`config.mk`:
```
export PLATFORM = sky130hd
export DESIGN_NAME = csv_field_splitter_unit
export DESIGN_NICKNAME = d
export VERILOG_FILES = /design/src/design/csvfs_pkg.sv /design/src/design/csvfs_parse.sv /design/src/design/csv_field_splitter_unit.sv
export SDC_FILE = /design/constraint.sdc
export NUM_CORES = 1
export LEC_CHECK = 0
export ABC_CLOCK_PERIOD_IN_PS = 13000
export BUFFER_PORTS_ARGS = -buffer_cell sky130_fd_sc_hd__buf_2
export CAP_MARGIN = 20
export CELL_PAD_IN_SITES_DETAIL_PLACEMENT = 1
export CELL_PAD_IN_SITES_GLOBAL_PLACEMENT = 1
export CORE_ASPECT_RATIO = 1.4
export CORE_MARGIN = 4
export CORE_UTILIZATION = 52
export CTS_CLUSTER_SIZE = 24
export DETAILED_ROUTE_END_ITERATION = 6
export HOLD_SLACK_MARGIN = 0.05
export PLACE_DENSITY_LB_ADDON = 0.1
export SLEW_MARGIN = 25
export SYNTH_ARGS = -nofsm -noshare
export SYNTH_HDL_FRONTEND = slang
export SYNTH_SLANG_ARGS = --single-unit
export TNS_END_PERCENT = 30
```
`constraint.sdc`:
```
create_clock -name clk -period 13 [get_ports clk]
set_input_delay 1.3 -clock clk [delete_from_list [all_inputs] [get_ports clk]]
set_output_delay 1.3 -clock clk [all_outputs]
set_load 0.005 [all_outputs]
```
`src/design/csvfs_pkg.sv`:
```
package csvfs_pkg;

	localparam logic [7:0] NL_BYTE = 8'h0a;
	localparam logic [7:0] CR_BYTE = 8'h0d;

	localparam int MAX_RES = 4;
	localparam int RES_CNT_W = $clog2(MAX_RES + 1);

	localparam logic [7:0] DELIM_RESET = 8'd44;
	localparam logic [7:0] QUOTE_RESET = 8'd34;
	localparam logic [7:0] ESCAPE_RESET = 8'd34;

	localparam int CFG_INDEX_W = 2;
	localparam logic [CFG_INDEX_W-1:0] REG_DELIM = 2'd0;
	localparam logic [CFG_INDEX_W-1:0] REG_QUOTE = 2'd1;
	localparam logic [CFG_INDEX_W-1:0] REG_ESCAPE = 2'd2;

	typedef enum logic [1:0] {
		MODE_START,
		MODE_PLAIN,
		MODE_QUOTED,
		MODE_AFTER
	} mode_t;

	typedef struct packed {
		logic [7:0] delim;
		logic [7:0] quote;
		logic [7:0] escape;
	} cfg_t;

	typedef struct packed {
		mode_t mode;
		logic  cr;
		logic  esc;
	} state_t;

	typedef struct packed {
		logic [7:0] out_byte;
		logic       has_byte;
		logic       field_end;
		logic       record_end;
	} res_t;

endpackage

```
`src/design/csvfs_parse.sv`:
```
module csvfs_parse (
	input  csvfs_pkg::cfg_t                         cfg,
	input  csvfs_pkg::state_t                       st,
	input  logic [7:0]                              data_byte,
	input  logic                                    is_last,
	output csvfs_pkg::state_t                       st_nx,
	output csvfs_pkg::res_t [csvfs_pkg::MAX_RES-1:0] res,
	output logic [csvfs_pkg::RES_CNT_W-1:0]         cnt
);

	// outcome of feeding one byte to the field machine: up to two results
	typedef struct packed {
		csvfs_pkg::mode_t mode;
		logic             esc;
		logic [1:0]       n;
		csvfs_pkg::res_t  r0;
		csvfs_pkg::res_t  r1;
	} tb_t;

	localparam int NCAND = 6;

	function automatic csvfs_pkg::res_t mk_byte(input logic [7:0] b);
		csvfs_pkg::res_t r;
		r = '0;
		r.out_byte = b;
		r.has_byte = 1'b1;
		return r;
	endfunction

	function automatic csvfs_pkg::res_t mk_end(input logic rec);
		csvfs_pkg::res_t r;
		r = '0;
		r.field_end = 1'b1;
		r.record_end = rec;
		return r;
	endfunction

	function automatic tb_t start_fn(input logic [7:0] c, input csvfs_pkg::cfg_t k,
			input logic esc);
		tb_t t;
		t = '0;
		t.esc = esc;
		if (c == k.quote) begin
			t.mode = csvfs_pkg::MODE_QUOTED;
			t.esc = 1'b0;
		end else if (c == k.delim) begin
			t.mode = csvfs_pkg::MODE_START;
			t.n = 2'd1;
			t.r0 = mk_end(1'b0);
		end else begin
			t.mode = csvfs_pkg::MODE_PLAIN;
			t.n = 2'd1;
			t.r0 = mk_byte(c);
		end
		return t;
	endfunction

	// closing quote already seen: the field ends, then the byte starts anew unless it is the delimiter
	function automatic tb_t after_fn(input logic [7:0] c, input csvfs_pkg::cfg_t k);
		tb_t t;
		tb_t s;
		s = start_fn(c, k, 1'b0);
		t = '0;
		t.r0 = mk_end(1'b0);
		if (c == k.delim) begin
			t.mode = csvfs_pkg::MODE_START;
			t.n = 2'd1;
		end else begin
			t.mode = s.mode;
			t.esc = s.esc;
			t.n = s.n + 2'd1;
			t.r1 = s.r0;
		end
		return t;
	endfunction

	function automatic tb_t quoted_fn(input logic [7:0] c, input csvfs_pkg::cfg_t k,
			input logic esc);
		tb_t t;
		t = '0;
		t.mode = csvfs_pkg::MODE_QUOTED;
		if (esc && c == k.quote) begin
			t.n = 2'd1;
			t.r0 = mk_byte(k.quote);
		end else if (esc && k.escape == k.quote) begin
			t = after_fn(c, k);
		end else begin
			// a lone escape that precedes a non-quote byte is literal
			if (esc) begin
				t.n = 2'd1;
				t.r0 = mk_byte(k.escape);
			end
			if (c == k.escape) begin
				t.esc = 1'b1;
			end else if (c == k.quote) begin
				t.mode = csvfs_pkg::MODE_AFTER;
			end else if (esc) begin
				t.n = 2'd2;
				t.r1 = mk_byte(c);
			end else begin
				t.n = 2'd1;
				t.r0 = mk_byte(c);
			end
		end
		return t;
	endfunction

	function automatic tb_t take_byte(input logic [7:0] c, input csvfs_pkg::cfg_t k,
			input csvfs_pkg::mode_t mode, input logic esc);
		tb_t t;
		t = '0;
		case (mode)
			csvfs_pkg::MODE_START: t = start_fn(c, k, esc);
			csvfs_pkg::MODE_PLAIN: begin
				t.esc = esc;
				t.n = 2'd1;
				if (c == k.delim) begin
					t.mode = csvfs_pkg::MODE_START;
					t.r0 = mk_end(1'b0);
				end else begin
					t.mode = csvfs_pkg::MODE_PLAIN;
					t.r0 = mk_byte(c);
				end
			end
			csvfs_pkg::MODE_QUOTED: t = quoted_fn(c, k, esc);
			csvfs_pkg::MODE_AFTER: t = after_fn(c, k);
			default: t = start_fn(c, k, esc);
		endcase
		return t;
	endfunction

	logic                          is_nl;
	logic                          is_cr;
	logic                          use_t1;
	logic                          use_t2;
	logic                          end_line;
	logic                          esc_flush;
	tb_t                           t1;
	tb_t                           t2;
	csvfs_pkg::mode_t              m1;
	logic                          e1;
	csvfs_pkg::mode_t              m2;
	logic                          e2;
	csvfs_pkg::res_t [NCAND-1:0]   cand;
	logic [NCAND-1:0]              cen;

	always_comb begin
		is_nl = (data_byte == csvfs_pkg::NL_BYTE);
		is_cr = (data_byte == csvfs_pkg::CR_BYTE);
		use_t1 = st.cr && !is_nl;
		use_t2 = !is_nl && !is_cr;

		// held carriage return turns out to be an ordinary byte
		t1 = take_byte(csvfs_pkg::CR_BYTE, cfg, st.mode, st.esc);
		m1 = use_t1 ? t1.mode : st.mode;
		e1 = use_t1 ? t1.esc : st.esc;
		t2 = take_byte(data_byte, cfg, m1, e1);
		m2 = use_t2 ? t2.mode : m1;
		e2 = use_t2 ? t2.esc : e1;

		end_line = is_nl || is_last;
		esc_flush = (m2 == csvfs_pkg::MODE_QUOTED) && e2 && (cfg.escape != cfg.quote);

		cand[0] = t1.r0;
		cand[1] = t1.r1;
		cand[2] = t2.r0;
		cand[3] = t2.r1;
		cand[4] = mk_byte(cfg.escape);
		cand[5] = mk_end(1'b1);
		cen[0] = use_t1 && (t1.n != 2'd0);
		cen[1] = use_t1 && (t1.n == 2'd2);
		cen[2] = use_t2 && (t2.n != 2'd0);
		cen[3] = use_t2 && (t2.n == 2'd2);
		cen[4] = end_line && esc_flush;
		cen[5] = end_line;

		// results beyond the fourth are dropped
		res = '0;
		cnt = '0;
		for (int i = 0; i < NCAND; i++) begin
			if (cen[i] && cnt < csvfs_pkg::RES_CNT_W'(csvfs_pkg::MAX_RES)) begin
				res[cnt[$clog2(csvfs_pkg::MAX_RES)-1:0]] = cand[i];
				cnt = cnt + csvfs_pkg::RES_CNT_W'(1);
			end
		end

		if (end_line) begin
			st_nx.mode = csvfs_pkg::MODE_START;
			st_nx.esc = 1'b0;
			st_nx.cr = 1'b0;
		end else begin
			st_nx.mode = m2;
			st_nx.esc = e2;
			st_nx.cr = is_cr;
		end
	end

endmodule

```
`src/design/csv_field_splitter_unit.sv`:
```
// CSV field splitter: one text byte in per item, field content bytes and
// end marks out, one result per item on the output side.
// s_axis: tdata carries the byte, tlast flags the final byte of the stream
// (it closes an open last line). m_axis: tdata is a content byte (zero when
// there is none), tuser flags has_byte, field_end and record_end, and tlast
// marks the last result caused by one input byte. A byte may cause no result
// or up to four.
// cfg: cfg_index 0 delimiter, 1 quote, 2 escape; write only while idle.
// Path: an accepted byte is registered in the input register, then parsed
// combinationally into the result register once that register is free.
// Throughput: one input byte per cycle while each byte yields at most one
// result and the receiver is ready; a byte with more results holds the
// input until the result register has drained them, one result per cycle
// while the receiver is ready.
// Reset clears the parser to field start and loads comma, double quote and
// double quote as delimiter, quote and escape. When the receiver stalls the
// result register holds and s_axis_tready falls once one byte waits in the
// input register.
module csv_field_splitter_unit (
	input  logic                              clk,
	input  logic                              arst_n,
	input  logic                              s_axis_tvalid,
	output logic                              s_axis_tready,
	input  logic [7:0]                        s_axis_tdata, // data_byte
	input  logic                              s_axis_tlast,
	output logic                              m_axis_tvalid,
	input  logic                              m_axis_tready,
	output logic [7:0]                        m_axis_tdata, // out_byte
	output logic [2:0]                        m_axis_tuser, // has_byte, field_end, record_end
	output logic                              m_axis_tlast,
	input  logic                              cfg_valid,
	output logic                              cfg_ready,
	input  logic [csvfs_pkg::CFG_INDEX_W-1:0] cfg_index,
	input  logic [7:0]                        cfg_data
);

	localparam int CW = csvfs_pkg::RES_CNT_W;

	csvfs_pkg::cfg_t                          cfg_q;
	csvfs_pkg::state_t                        st_q;
	csvfs_pkg::state_t                        st_nx;

	logic                                     valid_s1;
	logic [7:0]                               byte_s1;
	logic                                     last_s1;

	csvfs_pkg::res_t [csvfs_pkg::MAX_RES-1:0] res_nx;
	logic [CW-1:0]                            cnt_nx;
	csvfs_pkg::res_t [csvfs_pkg::MAX_RES-1:0] res_s2;
	logic [CW-1:0]                            left_s2;

	logic                                     s2_free;
	logic                                     adv;
	logic                                     out_take;

	assign cfg_ready = 1'b1;

	always_ff @(posedge clk or negedge arst_n) begin
		if (!arst_n) begin
			cfg_q.delim <= csvfs_pkg::DELIM_RESET;
			cfg_q.quote <= csvfs_pkg::QUOTE_RESET;
			cfg_q.escape <= csvfs_pkg::ESCAPE_RESET;
		end else if (cfg_valid && cfg_ready) begin
			case (cfg_index)
				csvfs_pkg::REG_DELIM: cfg_q.delim <= cfg_data;
				csvfs_pkg::REG_QUOTE: cfg_q.quote <= cfg_data;
				csvfs_pkg::REG_ESCAPE: cfg_q.escape <= cfg_data;
				default: ;
			endcase
		end
	end

	assign out_take = m_axis_tvalid && m_axis_tready;
	// result register can load when empty or when its final result leaves now
	assign s2_free = (left_s2 == '0) || (left_s2 == CW'(1) && m_axis_tready);
	assign adv = valid_s1 && s2_free;
	assign s_axis_tready = !valid_s1 || s2_free;

	always_ff @(posedge clk or negedge arst_n) begin
		if (!arst_n) begin
			valid_s1 <= 1'b0;
		end else if (s_axis_tready) begin
			valid_s1 <= s_axis_tvalid;
		end
	end

	always_ff @(posedge clk) begin
		if (s_axis_tvalid && s_axis_tready) begin
			byte_s1 <= s_axis_tdata;
			last_s1 <= s_axis_tlast;
		end
	end

	csvfs_parse u_parse (
		.cfg       (cfg_q),
		.st        (st_q),
		.data_byte (byte_s1),
		.is_last   (last_s1),
		.st_nx     (st_nx),
		.res       (res_nx),
		.cnt       (cnt_nx)
	);

	always_ff @(posedge clk or negedge arst_n) begin
		if (!arst_n) begin
			st_q.mode <= csvfs_pkg::MODE_START;
			st_q.cr <= 1'b0;
			st_q.esc <= 1'b0;
			left_s2 <= '0;
		end else if (adv) begin
			st_q <= st_nx;
			left_s2 <= cnt_nx;
		end else if (out_take) begin
			left_s2 <= left_s2 - CW'(1);
		end
	end

	always_ff @(posedge clk) begin
		if (adv) begin
			res_s2 <= res_nx;
		end else if (out_take) begin
			res_s2 <= {csvfs_pkg::res_t'('0), res_s2[csvfs_pkg::MAX_RES-1:1]};
		end
	end

	assign m_axis_tvalid = (left_s2 != '0);
	assign m_axis_tdata = res_s2[0].out_byte;
	assign m_axis_tuser = {res_s2[0].record_end, res_s2[0].field_end, res_s2[0].has_byte};
	assign m_axis_tlast = (left_s2 == CW'(1));

	a_rec_has_field_end: assert property (@(posedge clk) disable iff (!arst_n)
		m_axis_tvalid && m_axis_tuser[2] |-> m_axis_tuser[1])
		else $error("record end without field end");

	a_byte_not_mark: assert property (@(posedge clk) disable iff (!arst_n)
		m_axis_tvalid && m_axis_tuser[0] |-> !m_axis_tuser[1])
		else $error("content byte carries an end mark");

	a_ready_when_empty: assert property (@(posedge clk) disable iff (!arst_n)
		!m_axis_tvalid |-> s_axis_tready)
		else $error("input stalled while result register empty");

	a_left_bound: assert property (@(posedge clk) disable iff (!arst_n)
		left_s2 <= CW'(csvfs_pkg::MAX_RES))
		else $error("result count out of range");

endmodule

```
# After elaboration in Yosys (flattened, before gate mapping)
# Index checks and enable logic that the tools add are counted.
[classes] order_cmp=15 reduce_logical=44 bitwise_logic=3 n_eq_ne=22 n_mux=97 addsub=10
[ops] operator="two-way mux 44 bit" count=7
[ops] operator="two-way mux 11 bit" count=17
[ops] operator="bitwise mux 44 bit" count=4
[ops] operator="two-way mux 13 bit" count=12
[ops] operator="case mux 16 bit (4 select lines)" count=2
[ops] operator="demux 11 bit (select 2 bit)" count=5
[ops] operator="two-way mux 24 bit" count=4
[ops] operator="two-way mux 27 bit" count=2
[ops] operator="case mux 11 bit (2 select lines)" count=2
[ops] operator="bitwise AND 36 bit" count=1
[ops] operator="NOT 36 bit" count=1
[ops] operator="== test 8 bit" count=4
[ops] operator="two-way mux 2 bit" count=16
[ops] operator="logical AND 1 bit" count=27
[ops] operator="two-way mux 3 bit" count=9
[ops] operator="== test 4 x 8 -> 1 bit, first input constant" count=3
[ops] operator="two-way mux 12 bit" count=2
[ops] operator="two-way mux 7 bit" count=3
[ops] operator="== test 2 bit, second input constant" count=8
[ops] operator="== test 8 x 4 -> 1 bit, second input constant" count=2
[ops] operator="adder 3 x 1 -> 3 bit, second input constant" count=4
[ops] operator="< comparator 2 x 3 -> 1 bit, second input constant" count=4
[ops] operator="< comparator 3 bit, second input constant" count=4
[ops] operator="two-way mux 1 bit" count=11
[ops] operator="18 further kinds" count=37
[totals] elab_cells=217 inputBits=24 regBits=85 out_inout_bits=15

# Logic depth before layout (Yosys ltp)
# Gate-level depths: netlist of the first run.
[logic_depth] depth_word=39 mapped_depth=28

# Modules after synthesis
# From an unflattened synthesis of the first run, not the netlist that was laid out.
[unflattened] hier_cells=704 area_unflattened_um2=6961.7
[by_module_without_submodules] module="csv_field_splitter_unit" seq_area_each_um2=2401.1 cells_per_inst=205 instances=1 area_per_inst_um2=3525.9
[by_module_without_submodules] module="csvfs_parse" seq_area_each_um2=0.0 cells_per_inst=499 instances=1 area_per_inst_um2=3435.8

# Least setup slack after synthesis of the first run
# No wires, ideal clock.
[synth_path] path_type="register to register" start="register cfg_q[12] (netlist name)" end="register res_s2 (netlist bit m_axis_tdata[0]), data pin" stages_incl_launch_ff=27 t_arrival_ns=5.394 slack_ns=7.349 setup_ns=0.257 path_cell_list="dfrtp_1 > nor4_2 > nand2_2 > inv_2 > ha_1 > nor2_1 > and3_1 > a21boi_1 > buf_4 > inv_2 > buf_2 > ha_1 > mux2i_1 > o311ai_0 > nor4b_1 > or2_1 > buf_2 > xor2_1 > ha_1 > mux2_2 > ha_1 > mux2i_1 > ha_1 > inv_1 > o31a_1 > buf_4 > a32o_1"
[synth_between] elab_chain_len=33 elab_cells_between_ends=139
[synth_rtl] item="start, declared" line="csv_field_splitter_unit.sv:39" source="csvfs_pkg::cfg_t cfg_q;"
[synth_rtl] item="== test 4 x 8 -> 1 bit" line="csvfs_parse.sv:43, csvfs_parse.sv:82, csvfs_parse.sv:95"
[synth_rtl] item="two-way mux 13 bit" line="csvfs_parse.sv:43" source="if (c == k.quote) begin"
[synth_rtl] item="two-way mux 13 bit" line="csvfs_parse.sv:85" source="end else if (esc && k.escape == k.quote) begin"
[synth_rtl] item="two-way mux 13 bit" line="csvfs_parse.sv:82" source="if (esc && c == k.quote) begin"
[synth_rtl] item="two-way mux 13 bit" line="csvfs_parse.sv:112" source="case (mode)"
[synth_rtl] item="adder 2 x 1 -> 2 bit" line="csvfs_parse.sv:71" source="t.n = s.n + 2'd1;"
[synth_rtl] item="two-way mux 2 bit" line="csvfs_parse.sv:65" source="if (c == k.delim) begin"
[synth_rtl] item="two-way mux 27 bit" line="csvfs_parse.sv:85"
[synth_rtl] item="[17 not listed]"
[synth_rtl] item="< comparator 2 x 3 -> 1 bit (not written as such) or >= comparator 2 x 1 -> 1 bit (tied branches)" line="csvfs_parse.sv:182" source="res[cnt[$clog2(csvfs_pkg::MAX_RES)-1:0]] = cand[i];"
[synth_rtl] item="logical AND 1 bit (not written as such)" line="csvfs_parse.sv:182"
[synth_rtl] item="two-way mux 11 bit (not written as such)" line="csvfs_parse.sv:182"
[synth_rtl] item="demux 11 bit (select 2 bit)"
[synth_rtl] item="NOT 36 bit (no source line)"
[synth_rtl] item="bitwise AND 36 bit (no source line)"
[synth_rtl] item="two-way mux 44 bit (*)" line="csvfs_parse.sv:181" source="if (cen[i] && cnt < csvfs_pkg::RES_CNT_W'(csvfs_pkg::MAX_RES)) begin"
[synth_rtl] item="two-way mux 44 bit (*)" line="csv_field_splitter_unit.sv:119" source="if (adv) begin"
[synth_rtl] item="end signal, assigned" line="csv_field_splitter_unit.sv:120" source="res_s2 <= res_nx;"
[synth_rtl] item="end signal, assigned" line="csv_field_splitter_unit.sv:122" source="res_s2 <= {csvfs_pkg::res_t'('0), res_s2[csvfs_pkg::MAX_RES-1:1]};"
[synth_rtl] item="end, declared" line="csv_field_splitter_unit.sv:49" source="csvfs_pkg::res_t [csvfs_pkg::MAX_RES-1:0] res_s2;"
# Mark *: on every way between the ends. The rest lies on a longest branch, timed or not. The select of a mux whose other input is x is not followed.
# A chain may end at the register's enable or synchronous reset.

# Worst setup path after layout of the first run
[layout_path] start="register cfg_q[12] (netlist name)" end="register res_s2[41] (netlist name), data pin"
# The elaborated chain is that of the path after synthesis.

==> reports/summary.txt, run 1 <==
======================================================================================================
Most used flip-flop cell after synthesis                                                  sky130_fd_sc_hd__edfxtp_1
Maximum level of the CTS H-tree                                                                      3
Library cell contributing the largest single delay on the critical path                   sky130_fd_sc_hd__a21boi_1
Worst slew slack as a fraction of its limit                                                      41.1%
# port buffers                                                                                      37
Area of the core                                                                           11800 sq um
Register-to-register path setup slack                                                          5320 ps
Result of the run                                                                         finished, final reports clean
Filler cells                                                                                      1315
Fraction of the mapped netlist area in adder cells                                               3.97%
Min-Delay Endpoint                                                                          res_s2[19]
Total chip power                                                                               1.11 mW
TritonCTS buffer count                                                                               9
Final Hold Violating Endpoints                                                                       0
Fraction of the cycle the final worst path needs                                                 59.1%
Die Area                                                                                   14000 sq um
Latest clock arrival within the worst-skew pair                                                 350 ps
Final period demand of the worst path                                                          7680 ps
Antenna cell count                                                                                   0
Tightest Pin Transition                                                                         884 ps
Capture instance of the worst register-to-register path                                     res_s2[41]
Overall die height                                                                         138 microns
Share of async-settable or async-resettable flops after synthesis                                37.6%
R2r startpoint                                                                               cfg_q[12]
Instance count of the mapped netlist                                                               645
Number of standard-cell rows in the floorplan                                                       47
Total number of vias                                                                              5258
Count of unresolved DRC violations after routing                                                     0
Net count after synthesis                                                                          689
Most used standard cells in the synthesized netlist                                       sky130_fd_sc_hd__nand2_1, sky130_fd_sc_hd__edfxtp_1, sky130_fd_sc_hd__o21ai_0
Final HPWL DP                                                                             14300 microns
Count of flip-flops with a built-in enable after synthesis                                          53
Total leakage power                                                                            2.58 nW
Setup Crit Path Kind                                                                        reg -> reg
Setup Buffers After CTS                                                                              0
Part of the Yosys area used for sequential elements                                              38.1%
Cell type group with the largest total delay on the critical path                         simple AND/OR/NAND/NOR gates
Clock transition at the register clock pins on the worst setup and hold paths after CTS          70 ps
Gr ovfl total                                                                                        0
Global placer's final weighted congestion                                                        0.901
Type of element capturing the critical path                                                   register
Largest fanout of any net on the critical path                                                      16
Total routed wirelength                                                                   19100 microns
RSZ-0062 raised after global routing                                                                no
Post-CTS Resized                                                                                     0
Highest clock rate                                                                             130 MHz
Starting density of the core                                                                     53.3%
Clock Path Buffers                                                                                   2
Min-delay src                                                                               res_s2[30]
Total global routing track utilization                                                           27.9%
Number of primary I/O pins                                                                          39
Power density over cell area                                                               167 nW/um^2
Post-Synthesis Mean Instance Area                                                           9.77 sq um
Cell types occupying the most area after synthesis                                        sky130_fd_sc_hd__edfxtp_1, sky130_fd_sc_hd__dfrtp_1, sky130_fd_sc_hd__mux2_2, sky130_fd_sc_hd__ha_1, sky130_fd_sc_hd__nand2_1
Synth-to-layout area growth                                                                      6.10%
Library cell with the highest instance count after synthesis                              sky130_fd_sc_hd__nand2_1
Dominant cell type by area after synthesis                                                sky130_fd_sc_hd__edfxtp_1
Number of nets with antenna violations after routing                                                 0
Max-slew violation count                                                                             0
Complex-gate fraction of the synthesized area                                                    20.7%
Number of stages on the worst hold path                                                              2
Main combinational cell family by area after synthesis                                    compound AO/OA/AOI/OAI gates
DRT iter0 DRCs                                                                                     397
Max-capacitance violation count                                                                      0
Number of global-route vias before repair                                                         5523
Synth top area share                                                                             25.3%
Signal arrival time at the worst endpoint                                                      7870 ps
Sort of element at the start of the critical path                                             register
Fin Setup TNS                                                                                     0 ps
Crit path buf inv count                                                                              4
First-pass detailed-route iteration total                                                            6
Via density                                                                                       6.60
Number of clock sinks seen by CTS                                                                   85
Synth Area in Simple Gates                                                                       20.3%
Largest voltage drop on the vdd net                                                           0.107 mV
CTS Root Cell                                                                             sky130_fd_sc_hd__clkbuf_16
Fraction of final layout cells sized beyond drive strength 1                                     18.8%
TritonCTS clock tree                                                                              done
Crit path largest cell delay                                                                    680 ps
Number of storage elements in the synthesis netlist                                                 85
Worst min-delay path category                                                               reg -> reg
Count of synthesis-stage warnings from yosys                                                         0
Global-route wire length before repair                                                    30400 microns
Mean routed wirelength per cell                                                           24.0 microns
Number of failing setup endpoints in the final timing report                                         0
Number of antenna violations at the first check in global routing                                    0
Net count reported at finish                                                                       689
Area share of xor/xnor cells in the synthesized design                                           5.12%
Required time of the worst setup path                                                         13190 ps
Pin count of the biggest net entering global routing                                                50
Count of unique library cells instantiated by Yosys                                                 87
Die outline width                                                                          101 microns
Most common cell on crit path                                                             sky130_fd_sc_hd__ha_1
Hold Buf Count CTS                                                                                   0
Sequence of cells on the critical path                                                    nor4_2, nand2_2, inv_2, ha_1, nor2_1, and3_1, a21boi_1, inv_2, ha_1, inv_1, o311ai_0, nor4b_1, or2_1, xor2_1, ha_1, mux2_2, ha_1, mux2i_1, inv_1, ha_1, a21oi_1, nor2b_1
Maximum clock skew at final layout                                                             9.30 ps
Number of cells on the worst reg-to-reg path                                                        22
Cell area after synthesis                                                                   6300 sq um
Mux share of post-synthesis cell area                                                            5.60%
======================================================================================================
layer usage:
layer | part of all wire [%] | wire (microns) | global-route usage, %
met5 | 0 | 0 | 0
met1 | 40 | 7570 | 34.6
met3 | 4.2 | 804 | 3.73
met2 | 53 | 10100 | 48.6
met4 | 3.4 | 656 | 10.7
how the worst max path moves through the flow:
stage | cells past startpoint | from | to | slack, ps
finish | 22 | cfg_q[12] | res_s2[41] | 5320
global route | 23 | cfg_q[12] | res_s2[27] | 4700
CTS | 22 | cfg_q[12] | res_s2[41] | 5470
detailed placement | 23 | cfg_q[12] | res_s2[26] | 5490
global placement | 23 | cfg_q[12] | res_s2[29] | 5620
floorplan | 26 | cfg_q[12] | m_axis_tdata[0] | 7350
placed cells by master (no fill, tap or decap), types with 8 or more instances in the layout:
cell,n
sky130_fd_sc_hd__nand4_1,11
sky130_fd_sc_hd__edfxtp_1,53
sky130_fd_sc_hd__o21ai_0,45
sky130_fd_sc_hd__a21oi_1,21
sky130_fd_sc_hd__nor2_1,30
sky130_fd_sc_hd__a32o_1,9
sky130_fd_sc_hd__nand2b_1,8
sky130_fd_sc_hd__ha_1,20
sky130_fd_sc_hd__clkbuf_16,9
sky130_fd_sc_hd__a22oi_1,16
sky130_fd_sc_hd__nand3_1,19
sky130_fd_sc_hd__nor2b_1,13
sky130_fd_sc_hd__a222oi_1,13
sky130_fd_sc_hd__dfrtp_1,25
sky130_fd_sc_hd__xor2_1,18
sky130_fd_sc_hd__o21ai_1,11
sky130_fd_sc_hd__buf_2,37
sky130_fd_sc_hd__mux2_2,25
sky130_fd_sc_hd__and3_1,18
sky130_fd_sc_hd__nor3_1,8
sky130_fd_sc_hd__inv_1,18
sky130_fd_sc_hd__a311oi_1,8
sky130_fd_sc_hd__xnor2_1,17
sky130_fd_sc_hd__nand2_1,61
layout make-up:
class                           count  area, sq um  share of cell area (%)
Inverter                           20         75.1                    1.12
Sequential cell                    85         2400                    35.9
Tap cell                          147          184                    2.75
Multi-Input combinational cell    488         3530                    52.7
Clock inverter                      7         58.8                   0.880
Timing Repair Buffer               41          215                    3.22
Clock buffer                        9          225                    3.37
logic make-up (layout without fill, tap and decap cells):
group | Yosys count | after routing
other | 1 | 1
AND/OR/NAND/NOR | 221 | 221
adder cells (fa/ha/maj) | 20 | 20
XOR/XNOR | 36 | 36
multiplexers | 32 | 32
flip-flops | 85 | 85
AO/OA/AOI/OAI | 178 | 178
buffers and inverters | 72 | 77
registers in the layout, summed over array words and instances, names as in the netlist:
register and count:
m_axis_tdata 8, valid_s1 1, cfg_q 24, left_s2 3, m_axis_tuser 3, last_s1 1, res_s2 33, byte_s1 8
st_q 4
through the flow:
stage	setup slack [ps]	instance area, sq um	hold WS, ps	std cells	util, %
floorplan	7350	6300	485	645	-
global placement	5620	6390	509	781	54.0
detailed placement	5490	6390	534	781	54.1
CTS	5470	6680	550	797	56.5
global route	4700	6690	560	797	56.6
finish	5320	6690	545	797	56.6
power breakdown:
group,internal [mW],switching [mW]
clock,0.133,0.121
combinational,0.150,0.238
sequential,0.391,0.0812
worst reg2reg max path, delay by kind of cell (launching register included):
kind            cells  cell delay [ps]
compound gates      3             1430
xor+xnor            1              310
fa+ha+maj           5             1830
buf+inv             4              850
flops               1              460
mux                 2              630
simple gates        7             2040
No activity file was read; power rests on OpenSTA's default activity.
==> run 2, diff against run 1 <==
--- a/config.mk
+++ b/config.mk
@@ -5,14 +5,14 @@
 export SDC_FILE = /design/constraint.sdc
 export NUM_CORES = 1
 export LEC_CHECK = 0
-export ABC_CLOCK_PERIOD_IN_PS = 13000
+export ABC_CLOCK_PERIOD_IN_PS = 6500
 export BUFFER_PORTS_ARGS = -buffer_cell sky130_fd_sc_hd__buf_2
 export CAP_MARGIN = 20
 export CELL_PAD_IN_SITES_DETAIL_PLACEMENT = 1
 export CELL_PAD_IN_SITES_GLOBAL_PLACEMENT = 1
 export CORE_ASPECT_RATIO = 1.4
 export CORE_MARGIN = 4
-export CORE_UTILIZATION = 52
+export CORE_UTILIZATION = 44
 export CTS_CLUSTER_SIZE = 24
 export DETAILED_ROUTE_END_ITERATION = 6
 export HOLD_SLACK_MARGIN = 0.05
==> constraint.sdc (replaced) <==
create_clock -name clk -period 6.5 [get_ports clk]
set_input_delay 0.65 -clock clk [delete_from_list [all_inputs] [get_ports clk]]
set_output_delay 0.65 -clock clk [all_outputs]
set_load 0.005 [all_outputs]
==> run 2 against run 1 <==
Critical endpoint is now m_axis_tdata[7]. Combinational power grew 110%. First-iteration DRC count shrank 33%. Register-to-register slack lost 4800 ps.
==> reports/summary.txt, run 2 (synthesis results as in run 1) <==
======================================================================================================
Number of clock sinks seen by CTS                                                                   85   unchanged
TritonCTS buffer count                                                                               9   unchanged
Global placer's final weighted congestion                                                        0.938   +4.1%
Hold Buf Count CTS                                                                                   0   unchanged
Starting density of the core                                                                     45.1%   -8.2 points
Sort of element at the start of the critical path                                             register
Routing usage on met3                                                                            2.50%   -1.2 points
Tightest Pin Transition                                                                         781 ps   -103 ps
Number of failing setup endpoints in the final timing report                                         0   unchanged
Total leakage power                                                                            2.66 nW   +2.8%
Switching power                                                                                 849 uW   +93%
Gr ovfl total                                                                                        0   unchanged
Net count reported at finish                                                                       703   +2.0%
Count of unresolved DRC violations after routing                                                     0   unchanged
Setup Crit Path Kind                                                                        reg -> reg
Total routed wirelength                                                                   18500 microns   -3.0%
CTS Root Cell                                                                             sky130_fd_sc_hd__clkbuf_16
RSZ-0062 raised after global routing                                                                no
First-pass detailed-route iteration total                                                            7   +1
Share of total power in combinational logic                                                      35.8%   +1.0 points
Area of the core                                                                           14000 sq um   +18%
Via density                                                                                       6.06   -8.1%
Pin count of the biggest net entering global routing                                                50   unchanged
Leading cell types in the layout, fill and taps excluded                                  sky130_fd_sc_hd__nand2_1, sky130_fd_sc_hd__edfxtp_1, sky130_fd_sc_hd__o21ai_0
Fraction of met2 tracks used by global routing                                                   42.1%   -6.4 points
Max-capacitance violation count                                                                      0   unchanged
Final HPWL DP                                                                             14400 microns   +0.92%
Type of element capturing the critical path                                                   register
Post-CTS Resized                                                                                     0   unchanged
Antenna cell count                                                                                   0   unchanged
Largest registers                                                                         res_s2 (33), cfg_q (24)
Result of the run                                                                         finished, final reports clean
Latest clock arrival within the worst-skew pair                                                 350 ps   about the same
Total chip power                                                                               2.23 mW   +100%
Synth-to-layout area growth                                                                      8.54%
Most common cell after layout, fill and taps aside                                        sky130_fd_sc_hd__nand2_1
Area taken by multi-input logic gates                                                       3520 sq um   -0.28%
Fin Setup TNS                                                                                     0 ps   unchanged
Maximum clock skew at final layout                                                             8.45 ps   -0.854 ps
Required time of the worst setup path                                                          6610 ps   -6580 ps
Fraction of final layout cells sized beyond drive strength 1                                     20.2%   +1.4 points
Global routing met1 resource utilization                                                         29.2%   -5.4 points
Utilization after layout                                                                         48.9%   -7.6 points
Setup Buffers After CTS                                                                              0   unchanged
Clock Path Buffers                                                                                   2   unchanged
Highest clock rate                                                                             167 MHz   +29%
Sequential power share                                                                           40.8%   -1.6 points
Switching power share of the total                                                               38.0%   -1.5 points
Die Area                                                                                   16300 sq um   +17%
Mean routed wirelength per cell                                                           21.8 microns   -9.0%
Die outline width                                                                          109 microns   +8.0%
Largest register by flop count                                                                  res_s2
Worst min-delay path category                                                              in -> async
Clock transition at the register clock pins on the worst setup and hold paths after CTS          70 ps   about the same
Final Hold Violating Endpoints                                                                       0   unchanged
Number of nets with antenna violations after routing                                                 0   unchanged
Number of global-route vias before repair                                                         5520   -0.054%
Total number of vias                                                                              5147   -2.1%
Number of primary I/O pins                                                                          39   unchanged
Filler cells                                                                                      1608   +22%
Number of antenna violations at the first check in global routing                                    0   unchanged
Max-slew violation count                                                                             0   unchanged
Global-route wire length before repair                                                    29900 microns   -1.5%
Worst slew slack as a fraction of its limit                                                      47.4%   +6.4 points
Power density over cell area                                                               327 nW/um^2   +96%
Maximum level of the CTS H-tree                                                                      3   unchanged
DRT iter0 DRCs                                                                                     265   -33%
Final period demand of the worst path                                                          5980 ps   -1710 ps
TritonCTS clock tree                                                                              done
Tightest hold margin                                                                            368 ps   -178 ps
Signal arrival time at the worst endpoint                                                      6090 ps   -1780 ps
Most Crowded Layer GR                                                                             met2
Total global routing track utilization                                                           23.8%   -4.1 points
Largest voltage drop on the vdd net                                                           0.167 mV   +56%
Internal power                                                                                 1.38 mW   +110%
Portion of total power attributed to the clock network                                           23.4%   +0.6 points
Flip-flop count of the largest register after layout                                                33   unchanged
# port buffers                                                                                      37   unchanged
Fraction of the cycle the final worst path needs                                                 91.9%   +33 points
Footprint of the flip-flops and latches                                                     2400 sq um   unchanged
Largest fanout of any net on the critical path                                                      12   -4
Overall die height                                                                         150 microns   +8.2%
Number of standard-cell rows in the floorplan                                                       51   +8.5%
Number of cells on the worst reg-to-reg path                                                        22   unchanged
======================================================================================================
==> run 2: cell count changes in the layout (fill, tap and decap cells not counted) <==
cell / before / now
sky130_fd_sc_hd__inv_4: 0 / 1
sky130_fd_sc_hd__nor3b_2: 2 / 1
sky130_fd_sc_hd__clkbuf_16: 9 / 10
sky130_fd_sc_hd__buf_4: 4 / 18
sky130_fd_sc_hd__o31ai_2: 1 / 0
sky130_fd_sc_hd__inv_8: 2 / 1
sky130_fd_sc_hd__nor3b_1: 1 / 2
sky130_fd_sc_hd__o31ai_1: 6 / 7
sky130_fd_sc_hd__clkbuf_1: 0 / 1
sky130_fd_sc_hd__clkinv_4: 1 / 0
sky130_fd_sc_hd__clkinv_1: 1 / 0
==> run 2: power groups by stage <==
stage	Combinational [mW]	Sequential [mW]	Clock [mW]
after CTS	0.801	0.915	0.529
after global routing	0.886	0.935	0.559
after floorplan	0.653	0.848	0
after detailed placement	0.797	0.926	0
final	0.800	0.912	0.522
after global placement	0.772	0.917	0
==> run 2: routing by layer <==
layer / vias to the layer above / share of wire (%)
li1: 2432 / -
met1: 2561 / 41
met2: 121 / 52
met3: 33 / 3.8
met4: 0 / 3.2
met5: - / 0
==> run 2: worst paths after layout <==
kind | startpoint | end | slack, ps
hold / removal | arst_n | cfg_q[20] | 370
setup / recovery | cfg_q[12] | m_axis_tdata[7] | 520
max in group asynchronous | arst_n | left_s2[1] | 5650
hold reg to reg | res_s2[36] | res_s2[25] | 530
setup reg to reg | cfg_q[12] | m_axis_tdata[7] | 520
min in group clk | s_axis_tdata[3] | byte_s1[3] | 470
==> run 2: area by class of cell <==
type / count / share of cell area [%]
Multi-Input combinational cell: 488 / 51.4
Tap cell: 185 / 3.38
Sequential cell: 85 / 35.1
Clock buffer: 11 / 3.71
Clock inverter: 5 / 0.604
Inverter: 20 / 1.10
Timing Repair Buffer: 55 / 4.68
==> run 2: critical path, cell delays in order (launching register included) <==
cell	delay, ps
sky130_fd_sc_hd__dfrtp_1	460
sky130_fd_sc_hd__nor4_2	420
sky130_fd_sc_hd__nand2_2	150
sky130_fd_sc_hd__ha_1	220
sky130_fd_sc_hd__mux2i_1	130
sky130_fd_sc_hd__nor2_1	50
sky130_fd_sc_hd__mux2i_1	270
sky130_fd_sc_hd__a21boi_1	280
sky130_fd_sc_hd__inv_2	140
sky130_fd_sc_hd__ha_1	330
sky130_fd_sc_hd__mux2i_1	170
sky130_fd_sc_hd__o311ai_0	140
sky130_fd_sc_hd__nor4b_1	370
sky130_fd_sc_hd__or2_1	200
sky130_fd_sc_hd__xor2_1	250
sky130_fd_sc_hd__ha_1	280
sky130_fd_sc_hd__mux2_2	300
sky130_fd_sc_hd__ha_1	270
sky130_fd_sc_hd__mux2i_1	320
sky130_fd_sc_hd__ha_1	210
sky130_fd_sc_hd__inv_1	40
sky130_fd_sc_hd__o31a_1	430
sky130_fd_sc_hd__a32o_1	300
==> run 2: metrics by stage <==
step	worst slack [ps]	instance area (sq um)	std cells
2_1_floorplan	849	6300	645
3_3_place_gp	748	6540	833
3_5_place_dp	520	6540	833
4_1_cts	482	6840	849
5_1_grt	39.9	6840	849
6_report	524	6840	849
==> run 3, diff against run 2 <==
--- a/config.mk
+++ b/config.mk
@@ -10,9 +10,8 @@
 export CAP_MARGIN = 20
 export CELL_PAD_IN_SITES_DETAIL_PLACEMENT = 1
 export CELL_PAD_IN_SITES_GLOBAL_PLACEMENT = 1
-export CORE_ASPECT_RATIO = 1.4
 export CORE_MARGIN = 4
-export CORE_UTILIZATION = 44
+export CORE_UTILIZATION = 40
 export CTS_CLUSTER_SIZE = 24
 export DETAILED_ROUTE_END_ITERATION = 6
 export HOLD_SLACK_MARGIN = 0.05
==> run 3 against run 2 <==
Sequential power hardly changed. Critical path depth did not move. Routed wire length fell by 0.99%. Via count decreased by 0.54%. Flip-flop and latch count is the same. Critical path type unchanged. Largest power group unchanged. Cell area up 0.66%. Non-clock buffer count is 1 lower. Global-route usage decreased by 2.4 points. Clock power about the same.
==> reports/summary.txt, run 3 (synthesis results as in run 1) <==
======================================================================================================
Result of the run                                                                         finished, final reports clean
Worst setup timing slack at the placement stage                                                 508 ps   -12.1 ps
Total chip power                                                                               2.23 mW   about the same
Via density                                                                                       5.86   -3.4%
Setup slack of the critical path after layout                                                   551 ps   +26.5 ps
Mean routed wirelength per cell                                                           21.0 microns   -3.8%
Global-route wire length before repair                                                    30200 microns   +1.0%
Max-slew violation count                                                                             0   unchanged
Pin count of the biggest net entering global routing                                                50   unchanged
Number of global-route vias before repair                                                         5412   -2.0%
Number of standard-cell rows in the floorplan                                                       45   -12%
Flip-flop count of the largest register after layout                                                33   unchanged
Setup Buffers After CTS                                                                              0   unchanged
Worst slew slack as a fraction of its limit                                                      45.9%   -1.6 points
Maximum clock skew at final layout                                                             6.88 ps   -1.56 ps
Signal arrival time at the worst endpoint                                                      6060 ps   -30 ps
Fraction of final layout cells sized beyond drive strength 1                                     20.5%   +0.33 points
Sort of element at the start of the critical path                                             register
Number of clock sinks seen by CTS                                                                   85   unchanged
Highest clock rate                                                                             168 MHz   +0.45%
Number of antenna violations at the first check in global routing                                    0   unchanged
First-pass detailed-route iteration total                                                            5   -2
Clock transition at the register clock pins on the worst setup and hold paths after CTS          60 ps   about the same
Largest register by flop count                                                                  res_s2
Most common cell after layout, fill and taps aside                                        sky130_fd_sc_hd__nand2_1
Global placer's final weighted congestion                                                        0.912   -2.8%
Leading cell types in the layout, fill and taps excluded                                  sky130_fd_sc_hd__nand2_1, sky130_fd_sc_hd__edfxtp_1, sky130_fd_sc_hd__o21ai_0
Fraction of the cycle the final worst path needs                                                 91.5%   -0.41 points
Worst min-delay path category                                                              in -> async
Synth-to-layout area growth                                                                      9.25%
Setup Crit Path Kind                                                                        reg -> reg
Die outline width                                                                          134 microns   +22%
CTS Root Cell                                                                             sky130_fd_sc_hd__clkbuf_16
Final HPWL DP                                                                             14100 microns   -2.1%
Origin of the worst setup path                                                               cfg_q[12]
Largest voltage drop on the vdd net                                                           0.131 mV   -21%
Area of the core                                                                           15300 sq um   +9.6%
Number of nets with antenna violations after routing                                                 0   unchanged
Largest registers                                                                         res_s2 (33), cfg_q (24)
Filler cells                                                                                      1757   +9.3%
# port buffers                                                                                      37   unchanged
Total number of vias                                                                              5119   -0.54%
Total routed wirelength                                                                   18300 microns   -0.99%
Utilization after layout                                                                         45.0%   -4.0 points
Type of element capturing the critical path                                                   register
Number of primary I/O pins                                                                          39   unchanged
Tightest Pin Transition                                                                         812 ps   +30.5 ps
Antenna cell count                                                                                   0   unchanged
Die Area                                                                                   17800 sq um   +9.2%
R2r startpoint                                                                               cfg_q[12]
Final period demand of the worst path                                                          5950 ps   -26.5 ps
Latest clock arrival within the worst-skew pair                                                 360 ps   about the same
Count of unresolved DRC violations after routing                                                     0   unchanged
TritonCTS buffer count                                                                               9   unchanged
Overall die height                                                                         134 microns   -11%
Non-filler cells, final                                                                            874   +2.9%
Clock Path Buffers                                                                                   2   unchanged
Gr ovfl total                                                                                        0   unchanged
DRT iter0 DRCs                                                                                     311   +17%
TritonCTS clock tree                                                                              done
Post-CTS Resized                                                                                     0   unchanged
Dpl cells                                                                                          858   +3.0%
Required time of the worst setup path                                                          6610 ps   about the same
Hold Buf Count CTS                                                                                   0   unchanged
Maximum level of the CTS H-tree                                                                      3   unchanged
Final Hold Violating Endpoints                                                                       0   unchanged
Total global routing track utilization                                                           21.4%   -2.4 points
Net count reported at finish                                                                       702   -0.14%
Largest fanout of any net on the critical path                                                      12   unchanged
RSZ-0062 raised after global routing                                                                no
Max-capacitance violation count                                                                      0   unchanged
Fin Setup TNS                                                                                     0 ps   unchanged
Starting density of the core                                                                     41.1%   -3.9 points
Total leakage power                                                                            2.66 nW   +0.28%
Power density over cell area                                                               324 nW/um^2   -0.68%
Number of failing setup endpoints in the final timing report                                         0   unchanged
======================================================================================================
[run 3: metal layers]
layer / track usage [%] / vias to the layer above / share of wire (%)
met5: 0 / - / 0
met4: 5.54 / 0 / 1.2
met3: 3.55 / 14 / 3.1
met2: 36.0 / 102 / 48
met1: 28.7 / 2569 / 47
li1: - / 2434 / -
[run 3: final timing paths]
check                                  end  slack [ps]  depth (start not counted)
setup / recovery           m_axis_tdata[7]         550                         22
hold / removal                     st_q[1]         360                          1
setup reg to reg           m_axis_tdata[7]         550                         22
hold reg to reg                 res_s2[14]         540                          2
max in group asynchronous         cfg_q[6]        5640                          1
min in group clk                byte_s1[3]         460                          1
[run 3: final cells by class]
| cell class | instances | area (sq um) | share of cell area (%) |
|---|---|---|---|
| clock buffers | 12 | 272 | 3.94 |
| clock inverters | 4 | 28.8 | 0.418 |
| inverters | 20 | 75.1 | 1.09 |
| multi-input cells | 488 | 3530 | 51.3 |
| flip-flops and latches | 85 | 2400 | 34.9 |
| well taps | 211 | 264 | 3.83 |
| repair buffers | 54 | 313 | 4.54 |
[run 3: report_power, final]
group | total (mW) | internal [mW] | switching (mW)
registers | 0.914 | 0.781 | 0.132
clock network | 0.522 | 0.298 | 0.224
logic | 0.797 | 0.317 | 0.480
total | 2.23 | 1.40 | 0.837
[run 3: critical path, cell delays in order, from the launching register on]
cell and delay (ps):
sky130_fd_sc_hd__dfrtp_1 460, sky130_fd_sc_hd__nor4_2 420, sky130_fd_sc_hd__nand2_2 150, sky130_fd_sc_hd__ha_1 220
sky130_fd_sc_hd__mux2i_1 130, sky130_fd_sc_hd__nor2_1 60, sky130_fd_sc_hd__mux2i_1 280, sky130_fd_sc_hd__a21boi_1 290
sky130_fd_sc_hd__inv_2 140, sky130_fd_sc_hd__ha_1 320, sky130_fd_sc_hd__mux2i_1 80, sky130_fd_sc_hd__o311ai_0 400
sky130_fd_sc_hd__nor4b_2 100, sky130_fd_sc_hd__or2_1 240, sky130_fd_sc_hd__xor2_1 260, sky130_fd_sc_hd__ha_1 290
sky130_fd_sc_hd__mux2_2 310, sky130_fd_sc_hd__ha_1 300, sky130_fd_sc_hd__mux2i_2 240, sky130_fd_sc_hd__ha_1 200
sky130_fd_sc_hd__inv_1 40, sky130_fd_sc_hd__o31a_1 440, sky130_fd_sc_hd__a32o_1 310
[run 3: through the flow]
step           cell area (sq um)  hold slack [ps]
2_1_floorplan               6300              354
3_3_place_gp                6570              508
3_5_place_dp                6570              522
4_1_cts                     6870              387
5_1_grt                     6880              424
6_report                    6880              360
